File: src/design/pfe_pkg.sv
// Shared types, register codes and fixed-point helpers for the power estimator.
package pfe_pkg;

    // Collective demand is taken as one minus collective when set
    localparam bit LEAD_INVERT = 1'b0;

    // Pipeline depth, output register included
    localparam int NSTAGE = 7;

    // Q1.15 unity
    localparam logic [16:0] ONE_Q15 = 17'd32768;

    // Configuration port geometry
    localparam int CFG_IDX_W  = 3;
    localparam int CFG_DATA_W = 24;

    // Configuration register indexes
    localparam logic [CFG_IDX_W-1:0] CFG_SOURCE_MODE     = 3'd0;
    localparam logic [CFG_IDX_W-1:0] CFG_FUEL_MIN        = 3'd1;
    localparam logic [CFG_IDX_W-1:0] CFG_FUEL_SCALE      = 3'd2;
    localparam logic [CFG_IDX_W-1:0] CFG_RPM_NOMINAL     = 3'd3;
    localparam logic [CFG_IDX_W-1:0] CFG_RPM_DROP_SCALE  = 3'd4;
    localparam logic [CFG_IDX_W-1:0] CFG_RPM_POWER_GAIN  = 3'd5;
    localparam logic [CFG_IDX_W-1:0] CFG_LEAD_GAIN       = 3'd6;
    localparam logic [CFG_IDX_W-1:0] CFG_LEAD_DEADBAND   = 3'd7;

    // Source mode codes
    localparam logic [2:0] MODE_OFF        = 3'd0;
    localparam logic [2:0] MODE_COLLECTIVE = 3'd1;
    localparam logic [2:0] MODE_FUEL       = 3'd2;
    localparam logic [2:0] MODE_FUEL_RPM   = 3'd3;

    typedef enum logic [3:0] {
        ST_OFF          = 4'd0,
        ST_COLL         = 4'd1,
        ST_COLL_MISSING = 4'd2,
        ST_FF_MISSING   = 4'd3,
        ST_FF           = 4'd4,
        ST_FF_LEAD      = 4'd5,
        ST_FR_MISSING   = 4'd6,
        ST_FR           = 4'd7,
        ST_FR_LEAD      = 4'd8,
        ST_INVALID      = 4'd9
    } status_t;

    // Per-item control that rides along the pipeline
    typedef struct packed {
        status_t            status;
        logic               present;
        logic               fuel;
        logic               rpm_use;
        logic               coll_ok;
        logic signed [16:0] coll;
    } item_ctl_t;

    // Clamp a signed value to 0..1.0 in Q1.15
    function automatic logic [16:0] clamp_unit(input logic signed [22:0] v);
        logic [16:0] r;
        if (v < 0)
            r = 17'd0;
        else if (v > $signed({6'd0, ONE_Q15}))
            r = ONE_Q15;
        else
            r = v[16:0];
        return r;
    endfunction

endpackage

File: src/design/pfe_if.sv
// Sample and result channel interfaces.
interface pfe_sample_if;
    import pfe_pkg::*;

    logic               valid;
    logic               ready;
    logic [15:0]        fuel_rate;
    logic               fuel_rate_present;
    logic [15:0]        rpm;
    logic               rpm_present;
    logic signed [16:0] collective;
    logic               collective_present;

    modport source (
        output valid, fuel_rate, fuel_rate_present, rpm, rpm_present,
               collective, collective_present,
        input  ready
    );
    modport sink (
        input  valid, fuel_rate, fuel_rate_present, rpm, rpm_present,
               collective, collective_present,
        output ready
    );
endinterface

interface pfe_result_if;
    import pfe_pkg::*;

    logic               valid;
    logic               ready;
    logic signed [16:0] power_value;
    logic               value_present;
    status_t            status;

    modport source (
        output valid, power_value, value_present, status,
        input  ready
    );
    modport sink (
        input  valid, power_value, value_present, status,
        output ready
    );
endinterface

File: src/design/pfe_scaler.sv
// Magnitude times reciprocal scale, registered product, saturated Q1.15 result.
module pfe_scaler (
    input  logic        clk,
    input  logic        load,
    input  logic [15:0] mag,
    input  logic [23:0] scale,
    output logic [16:0] norm
);
    import pfe_pkg::*;

    logic [39:0] prod_reg;
    logic [23:0] quot;

    // 16x24 product, taken when the stage advances
    always_ff @(posedge clk)
    begin
        if (load)
        begin
            prod_reg <= mag * scale;
        end
    end

    // Drop the 16 fraction bits and saturate at one
    assign quot = prod_reg[39:16];
    assign norm = (quot > {7'd0, ONE_Q15}) ? ONE_Q15 : quot[16:0];

endmodule

File: src/design/power_feedforward_estimator_core.sv
// Top level: seven-stage power estimate pipeline with configuration registers.
// Throughput: one sample per cycle while the result side is not stalled;
//   every stage advances on its own, so bubbles close up.
// Stages: scale multiply, saturate, rpm gain multiply, sum and clamp, lead error,
//   lead gain multiply, final clamp into the output register.
// Reset: all configuration registers clear to zero (mode off), pipeline empties.
module power_feedforward_estimator_core (
    input  logic                           clk,
    input  logic                           rst_n,
    input  logic                           wr_en,
    input  logic [pfe_pkg::CFG_IDX_W-1:0]  wr_index,
    input  logic [pfe_pkg::CFG_DATA_W-1:0] wr_data,
    pfe_sample_if.sink                     sample,
    pfe_result_if.source                   result
);
    import pfe_pkg::*;

    // Configuration registers
    logic [2:0]         mode_reg;
    logic [15:0]        ff_min_reg;
    logic [23:0]        ff_scale_reg;
    logic [15:0]        rpm_nom_reg;
    logic [23:0]        rpm_scale_reg;
    logic signed [17:0] rpm_gain_reg;
    logic signed [17:0] lead_gain_reg;
    logic signed [15:0] deadband_reg;

    // Stage control
    logic [1:NSTAGE]    valid_reg;
    logic [1:NSTAGE]    en;

    // Stage payload
    item_ctl_t          ctl1_reg, ctl2_reg, ctl3_reg, ctl4_reg, ctl5_reg, ctl6_reg;
    logic               rpm_neg1_reg;
    logic [16:0]        est2_reg, est3_reg, est4_reg, est5_reg, est6_reg;
    logic signed [16:0] drop2_reg;
    logic signed [34:0] corr3_reg;
    logic [16:0]        demand4_reg;
    logic signed [18:0] err5_reg;
    logic               lead5_reg, lead6_reg;
    logic signed [36:0] lead6_prod_reg;
    logic signed [16:0] out_val_reg;
    logic               out_present_reg;
    status_t            out_status_reg;

    // Combinational values
    item_ctl_t          ctl1_next;
    logic [15:0]        ff_mag, rpm_mag;
    logic               rpm_ge;
    logic [16:0]        ff_norm, rpm_norm;
    logic signed [16:0] drop2_next;
    logic signed [19:0] corr4;
    logic signed [20:0] sum4;
    logic [16:0]        est4_next, demand4_next, demand_clamped;
    logic signed [18:0] err5_next;
    logic               lead_pos, lead5_next;
    logic signed [21:0] lead_inc;
    logic signed [22:0] lead_sum;
    logic signed [16:0] out_val_next;
    status_t            out_status_next;

    // Configuration writes
    always_ff @(posedge clk or negedge rst_n)
    begin
        if (!rst_n)
        begin
            mode_reg      <= '0;
            ff_min_reg    <= '0;
            ff_scale_reg  <= '0;
            rpm_nom_reg   <= '0;
            rpm_scale_reg <= '0;
            rpm_gain_reg  <= '0;
            lead_gain_reg <= '0;
            deadband_reg  <= '0;
        end
        else if (wr_en)
        begin
            case (wr_index)
                CFG_SOURCE_MODE:     mode_reg      <= wr_data[2:0];
                CFG_FUEL_MIN:        ff_min_reg    <= wr_data[15:0];
                CFG_FUEL_SCALE:      ff_scale_reg  <= wr_data[23:0];
                CFG_RPM_NOMINAL:     rpm_nom_reg   <= wr_data[15:0];
                CFG_RPM_DROP_SCALE:  rpm_scale_reg <= wr_data[23:0];
                CFG_RPM_POWER_GAIN:  rpm_gain_reg  <= wr_data[17:0];
                CFG_LEAD_GAIN:       lead_gain_reg <= wr_data[17:0];
                CFG_LEAD_DEADBAND:   deadband_reg  <= wr_data[15:0];
                default:             ;
            endcase
        end
    end

    // Per-stage advance: a stage loads when empty or when the next one loads
    always_comb
    begin
        en[NSTAGE] = !valid_reg[NSTAGE] || result.ready;
        for (int k = NSTAGE - 1; k >= 1; k--)
        begin
            en[k] = !valid_reg[k] || en[k+1];
        end
    end

    assign sample.ready = en[1];

    always_ff @(posedge clk or negedge rst_n)
    begin
        if (!rst_n)
        begin
            valid_reg <= '0;
        end
        else
        begin
            if (en[1])
            begin
                valid_reg[1] <= sample.valid;
            end
            for (int k = 2; k <= NSTAGE; k++)
            begin
                if (en[k])
                begin
                    valid_reg[k] <= valid_reg[k-1];
                end
            end
        end
    end

    // Stage 1: mode decode, magnitudes into the scale multipliers
    assign ff_mag  = (sample.fuel_rate > ff_min_reg) ? (sample.fuel_rate - ff_min_reg) : 16'd0;
    assign rpm_ge  = (rpm_nom_reg >= sample.rpm);
    assign rpm_mag = rpm_ge ? (rpm_nom_reg - sample.rpm) : (sample.rpm - rpm_nom_reg);

    always_comb
    begin
        ctl1_next.status  = ST_INVALID;
        ctl1_next.present = 1'b0;
        ctl1_next.fuel    = 1'b0;
        ctl1_next.rpm_use = 1'b0;
        ctl1_next.coll_ok = sample.collective_present;
        ctl1_next.coll    = sample.collective;
        case (mode_reg)
            MODE_OFF:
            begin
                ctl1_next.status = ST_OFF;
            end
            MODE_COLLECTIVE:
            begin
                ctl1_next.status  = sample.collective_present ? ST_COLL : ST_COLL_MISSING;
                ctl1_next.present = sample.collective_present;
            end
            MODE_FUEL:
            begin
                ctl1_next.status  = sample.fuel_rate_present ? ST_FF : ST_FF_MISSING;
                ctl1_next.present = sample.fuel_rate_present;
                ctl1_next.fuel    = sample.fuel_rate_present;
            end
            MODE_FUEL_RPM:
            begin
                ctl1_next.status  = sample.fuel_rate_present ? ST_FR : ST_FR_MISSING;
                ctl1_next.present = sample.fuel_rate_present;
                ctl1_next.fuel    = sample.fuel_rate_present;
                ctl1_next.rpm_use = sample.rpm_present;
            end
            default:
            begin
                ctl1_next.status = ST_INVALID;
            end
        endcase
    end

    pfe_scaler u_ff_scaler (
        .clk   (clk),
        .load  (en[1]),
        .mag   (ff_mag),
        .scale (ff_scale_reg),
        .norm  (ff_norm)
    );

    pfe_scaler u_rpm_scaler (
        .clk   (clk),
        .load  (en[1]),
        .mag   (rpm_mag),
        .scale (rpm_scale_reg),
        .norm  (rpm_norm)
    );

    always_ff @(posedge clk)
    begin
        if (en[1])
        begin
            ctl1_reg     <= ctl1_next;
            rpm_neg1_reg <= !rpm_ge;
        end
    end

    // Stage 2: saturated fuel term and signed droop
    assign drop2_next = rpm_neg1_reg ? -$signed(rpm_norm) : $signed(rpm_norm);

    always_ff @(posedge clk)
    begin
        if (en[2])
        begin
            ctl2_reg  <= ctl1_reg;
            est2_reg  <= ff_norm;
            drop2_reg <= drop2_next;
        end
    end

    // Stage 3: rpm gain times droop
    always_ff @(posedge clk)
    begin
        if (en[3])
        begin
            ctl3_reg  <= ctl2_reg;
            est3_reg  <= est2_reg;
            corr3_reg <= rpm_gain_reg * drop2_reg;
        end
    end

    // Stage 4: add floored correction, clamp; clamp collective demand
    assign corr4     = ctl3_reg.rpm_use ? corr3_reg[34:15] : 20'sd0;
    assign sum4      = $signed({4'd0, est3_reg}) + {corr4[19], corr4};
    assign est4_next = clamp_unit({{2{sum4[20]}}, sum4});
    assign demand_clamped = clamp_unit({{6{ctl3_reg.coll[16]}}, ctl3_reg.coll});
    assign demand4_next   = LEAD_INVERT ? (ONE_Q15 - demand_clamped) : demand_clamped;

    always_ff @(posedge clk)
    begin
        if (en[4])
        begin
            ctl4_reg    <= ctl3_reg;
            est4_reg    <= est4_next;
            demand4_reg <= demand4_next;
        end
    end

    // Stage 5: lead error and lead enable
    assign err5_next = $signed({2'd0, demand4_reg}) - $signed({2'd0, est4_reg})
                       - {{3{deadband_reg[15]}}, deadband_reg};
    assign lead_pos   = !lead_gain_reg[17] && (lead_gain_reg != 18'sd0);
    assign lead5_next = ctl4_reg.fuel && ctl4_reg.coll_ok && lead_pos
                        && !err5_next[18] && (err5_next != 19'sd0);

    always_ff @(posedge clk)
    begin
        if (en[5])
        begin
            ctl5_reg  <= ctl4_reg;
            est5_reg  <= est4_reg;
            err5_reg  <= err5_next;
            lead5_reg <= lead5_next;
        end
    end

    // Stage 6: lead gain times error
    always_ff @(posedge clk)
    begin
        if (en[6])
        begin
            ctl6_reg       <= ctl5_reg;
            est6_reg       <= est5_reg;
            lead6_reg      <= lead5_reg;
            lead6_prod_reg <= lead_gain_reg * err5_reg;
        end
    end

    // Stage 7: apply lead, pick value and status
    assign lead_inc = lead6_prod_reg[36:15];
    assign lead_sum = $signed({6'd0, est6_reg}) + {lead_inc[21], lead_inc};

    always_comb
    begin
        out_status_next = ctl6_reg.status;
        if (!ctl6_reg.present)
            out_val_next = 17'sd0;
        else if (!ctl6_reg.fuel)
            out_val_next = ctl6_reg.coll;
        else if (lead6_reg)
            out_val_next = $signed(clamp_unit(lead_sum));
        else
            out_val_next = $signed(est6_reg);
        if (lead6_reg)
        begin
            case (ctl6_reg.status)
                ST_FF:   out_status_next = ST_FF_LEAD;
                ST_FR:   out_status_next = ST_FR_LEAD;
                default: out_status_next = ctl6_reg.status;
            endcase
        end
    end

    always_ff @(posedge clk)
    begin
        if (en[7])
        begin
            out_val_reg     <= out_val_next;
            out_present_reg <= ctl6_reg.present;
            out_status_reg  <= out_status_next;
        end
    end

    assign result.valid         = valid_reg[NSTAGE];
    assign result.power_value   = out_val_reg;
    assign result.value_present = out_present_reg;
    assign result.status        = out_status_reg;

    // A blocked input means the whole pipe is full behind a stalled result
    a_full_when_blocked: assert property (@(posedge clk) disable iff (!rst_n)
        !sample.ready |-> (valid_reg == '1) && !result.ready)
        else $error("input blocked while pipeline has room");

    // An absent value always reads as zero
    a_absent_zero: assert property (@(posedge clk) disable iff (!rst_n)
        result.valid && !result.value_present |-> result.power_value == 17'sd0)
        else $error("absent value not zero");

    // Presence agrees with the status code
    a_present_status: assert property (@(posedge clk) disable iff (!rst_n)
        result.valid && result.value_present |->
            (result.status == ST_COLL) || (result.status == ST_FF)
            || (result.status == ST_FF_LEAD) || (result.status == ST_FR)
            || (result.status == ST_FR_LEAD))
        else $error("value present with a no-value status");

    // Fuel-based estimates stay within 0..1
    a_fuel_range: assert property (@(posedge clk) disable iff (!rst_n)
        result.valid && result.value_present && (result.status != ST_COLL) |->
            !result.power_value[16] && (result.power_value <= $signed(ONE_Q15)))
        else $error("fuel estimate outside unit range");

endmodule

File: src/flat_wrapper.sv
// flat-port wrapper written by rule: the top's interface ports become plain ports
module power_feedforward_estimator_core_flat import pfe_pkg::*;
  (clk, rst_n, wr_en, wr_index, wr_data, sample_valid, sample_fuel_rate, sample_fuel_rate_present, sample_rpm, sample_rpm_present, sample_collective, sample_collective_present, sample_ready, result_valid, result_power_value, result_value_present, result_status, result_ready);
  pfe_sample_if sample_i ();
  pfe_result_if result_i ();
  input  logic clk;
  input  logic rst_n;
  input  logic wr_en;
  input  logic [pfe_pkg::CFG_IDX_W-1:0] wr_index;
  input  logic [pfe_pkg::CFG_DATA_W-1:0] wr_data;
  input wire logic [$bits(sample_i.valid)-1:0] sample_valid;
  input wire logic [$bits(sample_i.fuel_rate)-1:0] sample_fuel_rate;
  input wire logic [$bits(sample_i.fuel_rate_present)-1:0] sample_fuel_rate_present;
  input wire logic [$bits(sample_i.rpm)-1:0] sample_rpm;
  input wire logic [$bits(sample_i.rpm_present)-1:0] sample_rpm_present;
  input wire logic [$bits(sample_i.collective)-1:0] sample_collective;
  input wire logic [$bits(sample_i.collective_present)-1:0] sample_collective_present;
  output wire logic [$bits(sample_i.ready)-1:0] sample_ready;
  output wire logic [$bits(result_i.valid)-1:0] result_valid;
  output wire logic [$bits(result_i.power_value)-1:0] result_power_value;
  output wire logic [$bits(result_i.value_present)-1:0] result_value_present;
  output wire logic [$bits(result_i.status)-1:0] result_status;
  input wire logic [$bits(result_i.ready)-1:0] result_ready;
  assign sample_i.valid = sample_valid;
  assign sample_i.fuel_rate = sample_fuel_rate;
  assign sample_i.fuel_rate_present = sample_fuel_rate_present;
  assign sample_i.rpm = sample_rpm;
  assign sample_i.rpm_present = sample_rpm_present;
  assign sample_i.collective = sample_collective;
  assign sample_i.collective_present = sample_collective_present;
  assign sample_ready = sample_i.ready;
  assign result_valid = result_i.valid;
  assign result_power_value = result_i.power_value;
  assign result_value_present = result_i.value_present;
  assign result_status = result_i.status;
  assign result_i.ready = result_ready;
  power_feedforward_estimator_core u_core (.clk(clk), .rst_n(rst_n), .wr_en(wr_en), .wr_index(wr_index), .wr_data(wr_data), .sample(sample_i), .result(result_i));
endmodule
File: config.mk
export PLATFORM = sky130hd
export DESIGN_NAME = power_feedforward_estimator_core_flat
export DESIGN_NICKNAME = d
export VERILOG_FILES = /design/src/design/pfe_pkg.sv /design/src/design/pfe_if.sv /design/src/design/pfe_scaler.sv /design/src/design/power_feedforward_estimator_core.sv /design/src/flat_wrapper.sv
export SDC_FILE = /design/constraint.sdc
export NUM_CORES = 2
export LEC_CHECK = 0
export ABC_AREA = 1
export BUFFER_PORTS_ARGS = -buffer_cell sky130_fd_sc_hd__buf_4
export CORE_MARGIN = 3
export CORE_UTILIZATION = 34
export DETAILED_ROUTE_END_ITERATION = 8
export PLACE_DENSITY = 0.51
export SLEW_MARGIN = 10
export SYNTH_ARGS = -nofsm -noshare
export SYNTH_HDL_FRONTEND = slang
export SYNTH_SLANG_ARGS = --single-unit
File: constraint.sdc
create_clock -name clk -period 10.4 [get_ports clk]
set_input_delay 1.56 -clock clk [delete_from_list [all_inputs] [get_ports clk]]
set_output_delay 1.56 -clock clk [all_outputs]
set_load 0.1 [all_outputs]
# == After elaboration in Yosys (flattened, before gate mapping) ==
# Index checks and enable logic that the tools add are counted.
# totals
register_bits,602
input_bits,84
out_inout_bits,24
word_cells,155
# op_classes
addsub,8
multipliers,4
order_cmp,10
n_eq_ne,12
muxes,18
n_reduce_logical,37
# op_table
op,count
17-bit 2-to-1 mux,6
16-bit by 24-bit multiplier with 40-bit output,2
16-bit 2-to-1 mux,4
"24-bit by 16-bit > comparator with 1-bit output, second input constant",2
16-bit subtractor,3
18-bit by 19-bit multiplier with 37-bit output,1
18-bit by 17-bit multiplier with 35-bit output,1
18-bit by 22-bit adder with 23-bit output,1
"23-bit by 17-bit > comparator with 1-bit output, second input constant",1
"23-bit by 1-bit less-than comparator with 1-bit output, second input constant",1
18-bit by 20-bit adder with 21-bit output,1
"21-bit by 17-bit > comparator with 1-bit output, second input constant",1
"21-bit by 1-bit less-than comparator with 1-bit output, second input constant",1
20-bit 2-to-1 mux,1
19-bit nonzero test,1
19-bit subtractor,1
18-bit nonzero test,1
17-bit by 17-bit subtractor with 18-bit output,1
"17-bit > comparator, second input constant",1
"17-bit by 1-bit less-than comparator with 1-bit output, second input constant",1
17-bit negator,1
16-bit >= comparator,1
16-bit > comparator,1
4-bit one-hot mux with 4 select lines,1
other kinds (16),53

# == Logic depth before layout (Yosys ltp) ==
# depth
depth_word,8
depth_mapped,42
depth_no_buf,40

# == By module ==
# A second synthesis with hierarchy kept.
# unflattened
hier_cells,9094
area_unflattened_um2,75563.7
# modules_own_cells
module,n_inst,cells_per_inst,area_each_um2,seq_area_each_um2
power_feedforward_estimator_core,1,5441,48076.1,14063.5
pfe_scaler at u_core.u_rpm_scaler,1,1827,13745.7,720.7
pfe_scaler at u_core.u_ff_scaler,1,1826,13741.9,720.7

# == Worst setup path before layout ==
# Ideal clock, no wire load.
# synth_timing
path_type,input to output
start,input port result_ready
end,output port sample_ready
t_arrival_ps,9872
required_time_ps,8840
setup_slack_ps,-1032
cell_stages,12
path_buffers,0
cell_sequence,nor2_1 > inv_1 > nor2_1 > inv_1 > nor2_1 > inv_1 > nor2_1 > inv_1 > nor2_1 > inv_1 > nor2_1 > nand2_1
# synth_via
elab_chain_len,7
# synth_lines
element,line,text
"start, declared",flat_wrapper.sv:23,input wire logic [$bits(result_i.ready)-1:0] result_ready;
1-bit logical OR,power_feedforward_estimator_core.sv:95,en[NSTAGE] = !valid_reg[NSTAGE] || result.ready;
named net u_core.en (one bit),power_feedforward_estimator_core.sv:30,logic [1:NSTAGE] en;
1-bit logical OR,power_feedforward_estimator_core.sv:98,en[k] = !valid_reg[k] || en[k+1];
named net u_core.en (one bit),power_feedforward_estimator_core.sv:30,
1-bit logical OR,power_feedforward_estimator_core.sv:98,
named net u_core.en (one bit),power_feedforward_estimator_core.sv:30,
1-bit logical OR,power_feedforward_estimator_core.sv:98,
named net u_core.en (one bit),power_feedforward_estimator_core.sv:30,
1-bit logical OR,power_feedforward_estimator_core.sv:98,
named net u_core.en (one bit),power_feedforward_estimator_core.sv:30,
1-bit logical OR (2 in series),power_feedforward_estimator_core.sv:98,
"end, declared",flat_wrapper.sv:18,output wire logic [$bits(sample_i.ready)-1:0] sample_ready;
# The timed path passes the listed nets, and every way through them passes these cells.

# == Worst setup path in the final report ==
# layout_timing
start,input port sample_rpm[0]
end,register u_core.u_rpm_scaler.prod_reg[29] (data pin)
# layout_via
elab_chain_len,3
word_cells_on_any_way,5
cone_classes,add/sub (2); mul (1); order compare (1); mux (1)
# layout_lines
element,line,text
"start, declared",flat_wrapper.sv:14,input wire logic [$bits(sample_i.rpm)-1:0] sample_rpm;
16-bit subtractor or 16-bit >= comparator (tied branches),"power_feedforward_estimator_core.sv:129, power_feedforward_estimator_core.sv:128",
16-bit 2-to-1 mux *,power_feedforward_estimator_core.sv:129,assign rpm_mag = rpm_ge ? (rpm_nom_reg - sample.rpm) : (sample.rpm - rpm_nom_reg);
16-bit by 24-bit multiplier with 40-bit output *,pfe_scaler.sv:19,prod_reg <= mag * scale;
"end signal, assigned",pfe_scaler.sv:19,
"end, declared",pfe_scaler.sv:11,logic [39:0] prod_reg;
# Every way passes the cells marked *; elsewhere a longest branch is shown, timed or not.
# A chain may end at the register's enable or synchronous reset.

==> impl_metrics.ini <==
[run_status]
outcome = finished clean

[logic_synthesis]
yosysSeqAreaShare = 0.211
synth_top_cell_by_area = fa_1
synth-seq-cells = 540
synthCells = 8435
synth_top_flop_cell = edfxtp_1
async_reset_ff_frac = 0.263
synth_edf_count = 398
yosysWarnings = 0
synth_top_area_share = 0.347
synth_cell_types = 67
synth_area_leaders = fa_1, edfxtp_1, inv_1
netlist_area_um2 = 73300
synth_area_per_cell_um2 = 8.69

[detailed_routing]
wl_per_cell_um = 19.0
ant_nets = 0
num_vias = 54000
dr_wl_met2_um = 101000
drc = 0
via_per_inst = 4.79
first_pass_iters = 6
met3WireLength_um = 10900
wl_um = 214000
m1WireLength_um = 94000
top_layer_used = met5
drt_iter0_markers = 3409

[critical_path]
critPathArrivalTime_ps = 9170
max_stage_delay_ps = 530
critPathMostFrequentCell = nand2_1
cp-start-kind = input port
crit_fanout = 15
crit_family = adder cells
cp_slowest_cell = fa_1
crit_type = in2reg
cp_num_buf_inv = 9
endpoint_kind = register
cp.required_ps = 10820

[floorplanning]
die_h_um = 470
core_um2 = 213000
fp-row-count = 169
die_area_um2 = 221000
start_util = 0.344
die_w_um = 470
num_io_pins = 108

[cts]
clk_pin_slew_ps = 60
clock_path_buffers = 3
cts_made_buffers = 67
cts_resized = 0
post_cts_buffers = 0
ctsHoldBuffers = 0
cts_max_level = 3
cts_tree = yes
cts_root_buf = clkbuf_16
clock_sinks = 540
insertion_delay_ps = 670

[timing]
hold_violations = 0
rsz0062_at_grt = false
finalMaxSlewViolations = 0
worst_slew_pin_slew_ps = 1180
setup-tns-final_ps = 0
clock_skew_ps = 28.3
timing.fmax_mhz = 114
finalCritPeriodShare = 0.842
slew_headroom = 0.205
fin_crit_ps = 8760
setup_viol = 0

[place]
dpl.hpwl_um = 174000
placed_area_um2 = 77000
place.gp.congestion = 0.902
port_buffers = 107

[global_routing]
overflow = 0
grt_util_all_layers = 0.198
grt_pass1_vias = 58400
grt_pass1_wl_um = 341000
antenna_found_initial = 12
grt_max_degree = 67

[worst_hold_path]
min_path_type = reg2reg

[final_layout]
final_area_um2 = 79300
layout-drive-gt1-share = 0.0453
final_nets = 10300
area_growth_pct = 8.13

[job]
maxCapViolCount = 0
cells in the final DEF (no fill, tap or decap), types with 6 or more instances in the layout:
master	n
nand2_1	1784
o21ai_0	295
clkbuf_1	12
xor2_1	121
inv_2	9
nor2_1	660
a21oi_1	334
nand2_2	19
nor3_1	35
nand3_1	94
a21o_1	18
nand3b_1	7
nand4_1	33
buf_4	177
dfrtp_1	142
inv_1	2087
o21a_1	16
clkinv_1	23
clkinv_2	9
fa_1	1271
a31oi_1	30
inv_6	6
o2111ai_1	6
o21ai_1	14
edfxtp_1	398
or2_2	40
o211ai_1	13
o21bai_1	13
xnor2_1	79
clkbuf_16	69
nor4_1	32
ha_1	508
worst register-to-register path, delay by kind of cell (launching register included):
kind,cells,cell delay (ps)
AO/OA/AOI/OAI,2,320
adder cells (fa/ha/maj),9,3970
buffers and inverters,10,1260
flip-flops,1,460
AND/OR/NAND/NOR,16,1930
stage by stage:
step	utilization	setup WS, ps	std cells	hold slack [ps]
after floorplan	-	315	8437	400
after global placement	0.361	1020	11100	401
after detailed placement	0.361	998	11100	405
after CTS	0.372	1730	11300	419
after global routing	0.372	1130	11300	422
final	0.372	1640	11300	417
layer usage:
metal	vias up	track usage
met1	27200	0.263
met5	-	0
met3	316	0.0262
met4	2	0.0673
met2	1321	0.333
li1	25100	-
cell usage after synthesis, types with 5 or more instances:
master / number
nor2_1: 660
o21ai_0: 295
fa_1: 1271
nand2_1: 1785
o2111ai_1: 6
xor2_1: 121
o21a_1: 16
nand3_2: 5
o211ai_1: 13
inv_1: 2092
o221ai_1: 5
buf_2: 36
nand3b_1: 7
a21oi_1: 334
nor3_1: 36
a31oi_1: 30
clkbuf_2: 5
buf_6: 6
and3_1: 5
o21bai_1: 13
xnor2_1: 79
o21ai_2: 5
a21o_1: 18
a21oi_2: 5
nor4_1: 32
edfxtp_1: 398
clkinv_1: 17
nand4_1: 33
a21boi_0: 5
o21ai_1: 14
or2_2: 40
clkbuf_1: 232
nand3_1: 94
dfrtp_1: 142
nand2_2: 19
ha_1: 508
buf_1: 10
cell type report:
| type | count | area, µm² |
|---|---|---|
| fillers | 21900 | 134000 |
| multi-input cells | 5494 | 48700 |
| flip-flops and latches | 540 | 15500 |
| inverters | 2113 | 7930 |
| well taps | 2821 | 3530 |
| clock buffers | 86 | 1840 |
| repair buffers | 178 | 1340 |
| clock inverters | 37 | 415 |
| diodes | 1 | 2.50 |
worst paths after layout:
check	start	endpoint	slack [ps]	depth (start not counted)
worst max-delay path	sample_rpm[0]	u_core.u_rpm_scaler.prod_reg[29]$_DFFE_PP_	1640	35
worst min-delay path	u_core.est5_reg[15]$_DFFE_PP_	u_core.est6_reg[15]$_DFFE_PP_	420	0
worst max register to register	u_core.ff_min_reg[0]$_DFFE_PN0P_	u_core.u_ff_scaler.prod_reg[38]$_DFFE_PP_	2170	37
worst min register to register	u_core.est5_reg[15]$_DFFE_PP_	u_core.est6_reg[15]$_DFFE_PP_	420	0
max in group asynchronous	rst_n	u_core.rpm_gain_reg[1]$_DFFE_PN0P_	7570	3
min in group asynchronous	rst_n	u_core.lead_gain_reg[5]$_DFFE_PN0P_	810	1
cell families (layout without fill, tap and decap cells):
| group | count (synthesis) | after routing | share of synthesized area |
|---|---|---|---|
| simple gates | 2732 | 2732 | 0.148 |
| buf+inv | 2403 | 2414 | 0.124 |
| fa+ha+maj | 1779 | 1779 | 0.434 |
| compound gates | 778 | 778 | 0.0579 |
| flops | 540 | 540 | 0.211 |
| xor+xnor | 201 | 201 | 0.0241 |
| other cells | 1 | 4 | 0.0000511 |
| mux | 1 | 1 | 0.000154 |
Power is not shown: default switching activity piles up to over one toggle a cycle in this logic, so the estimate is an artifact.
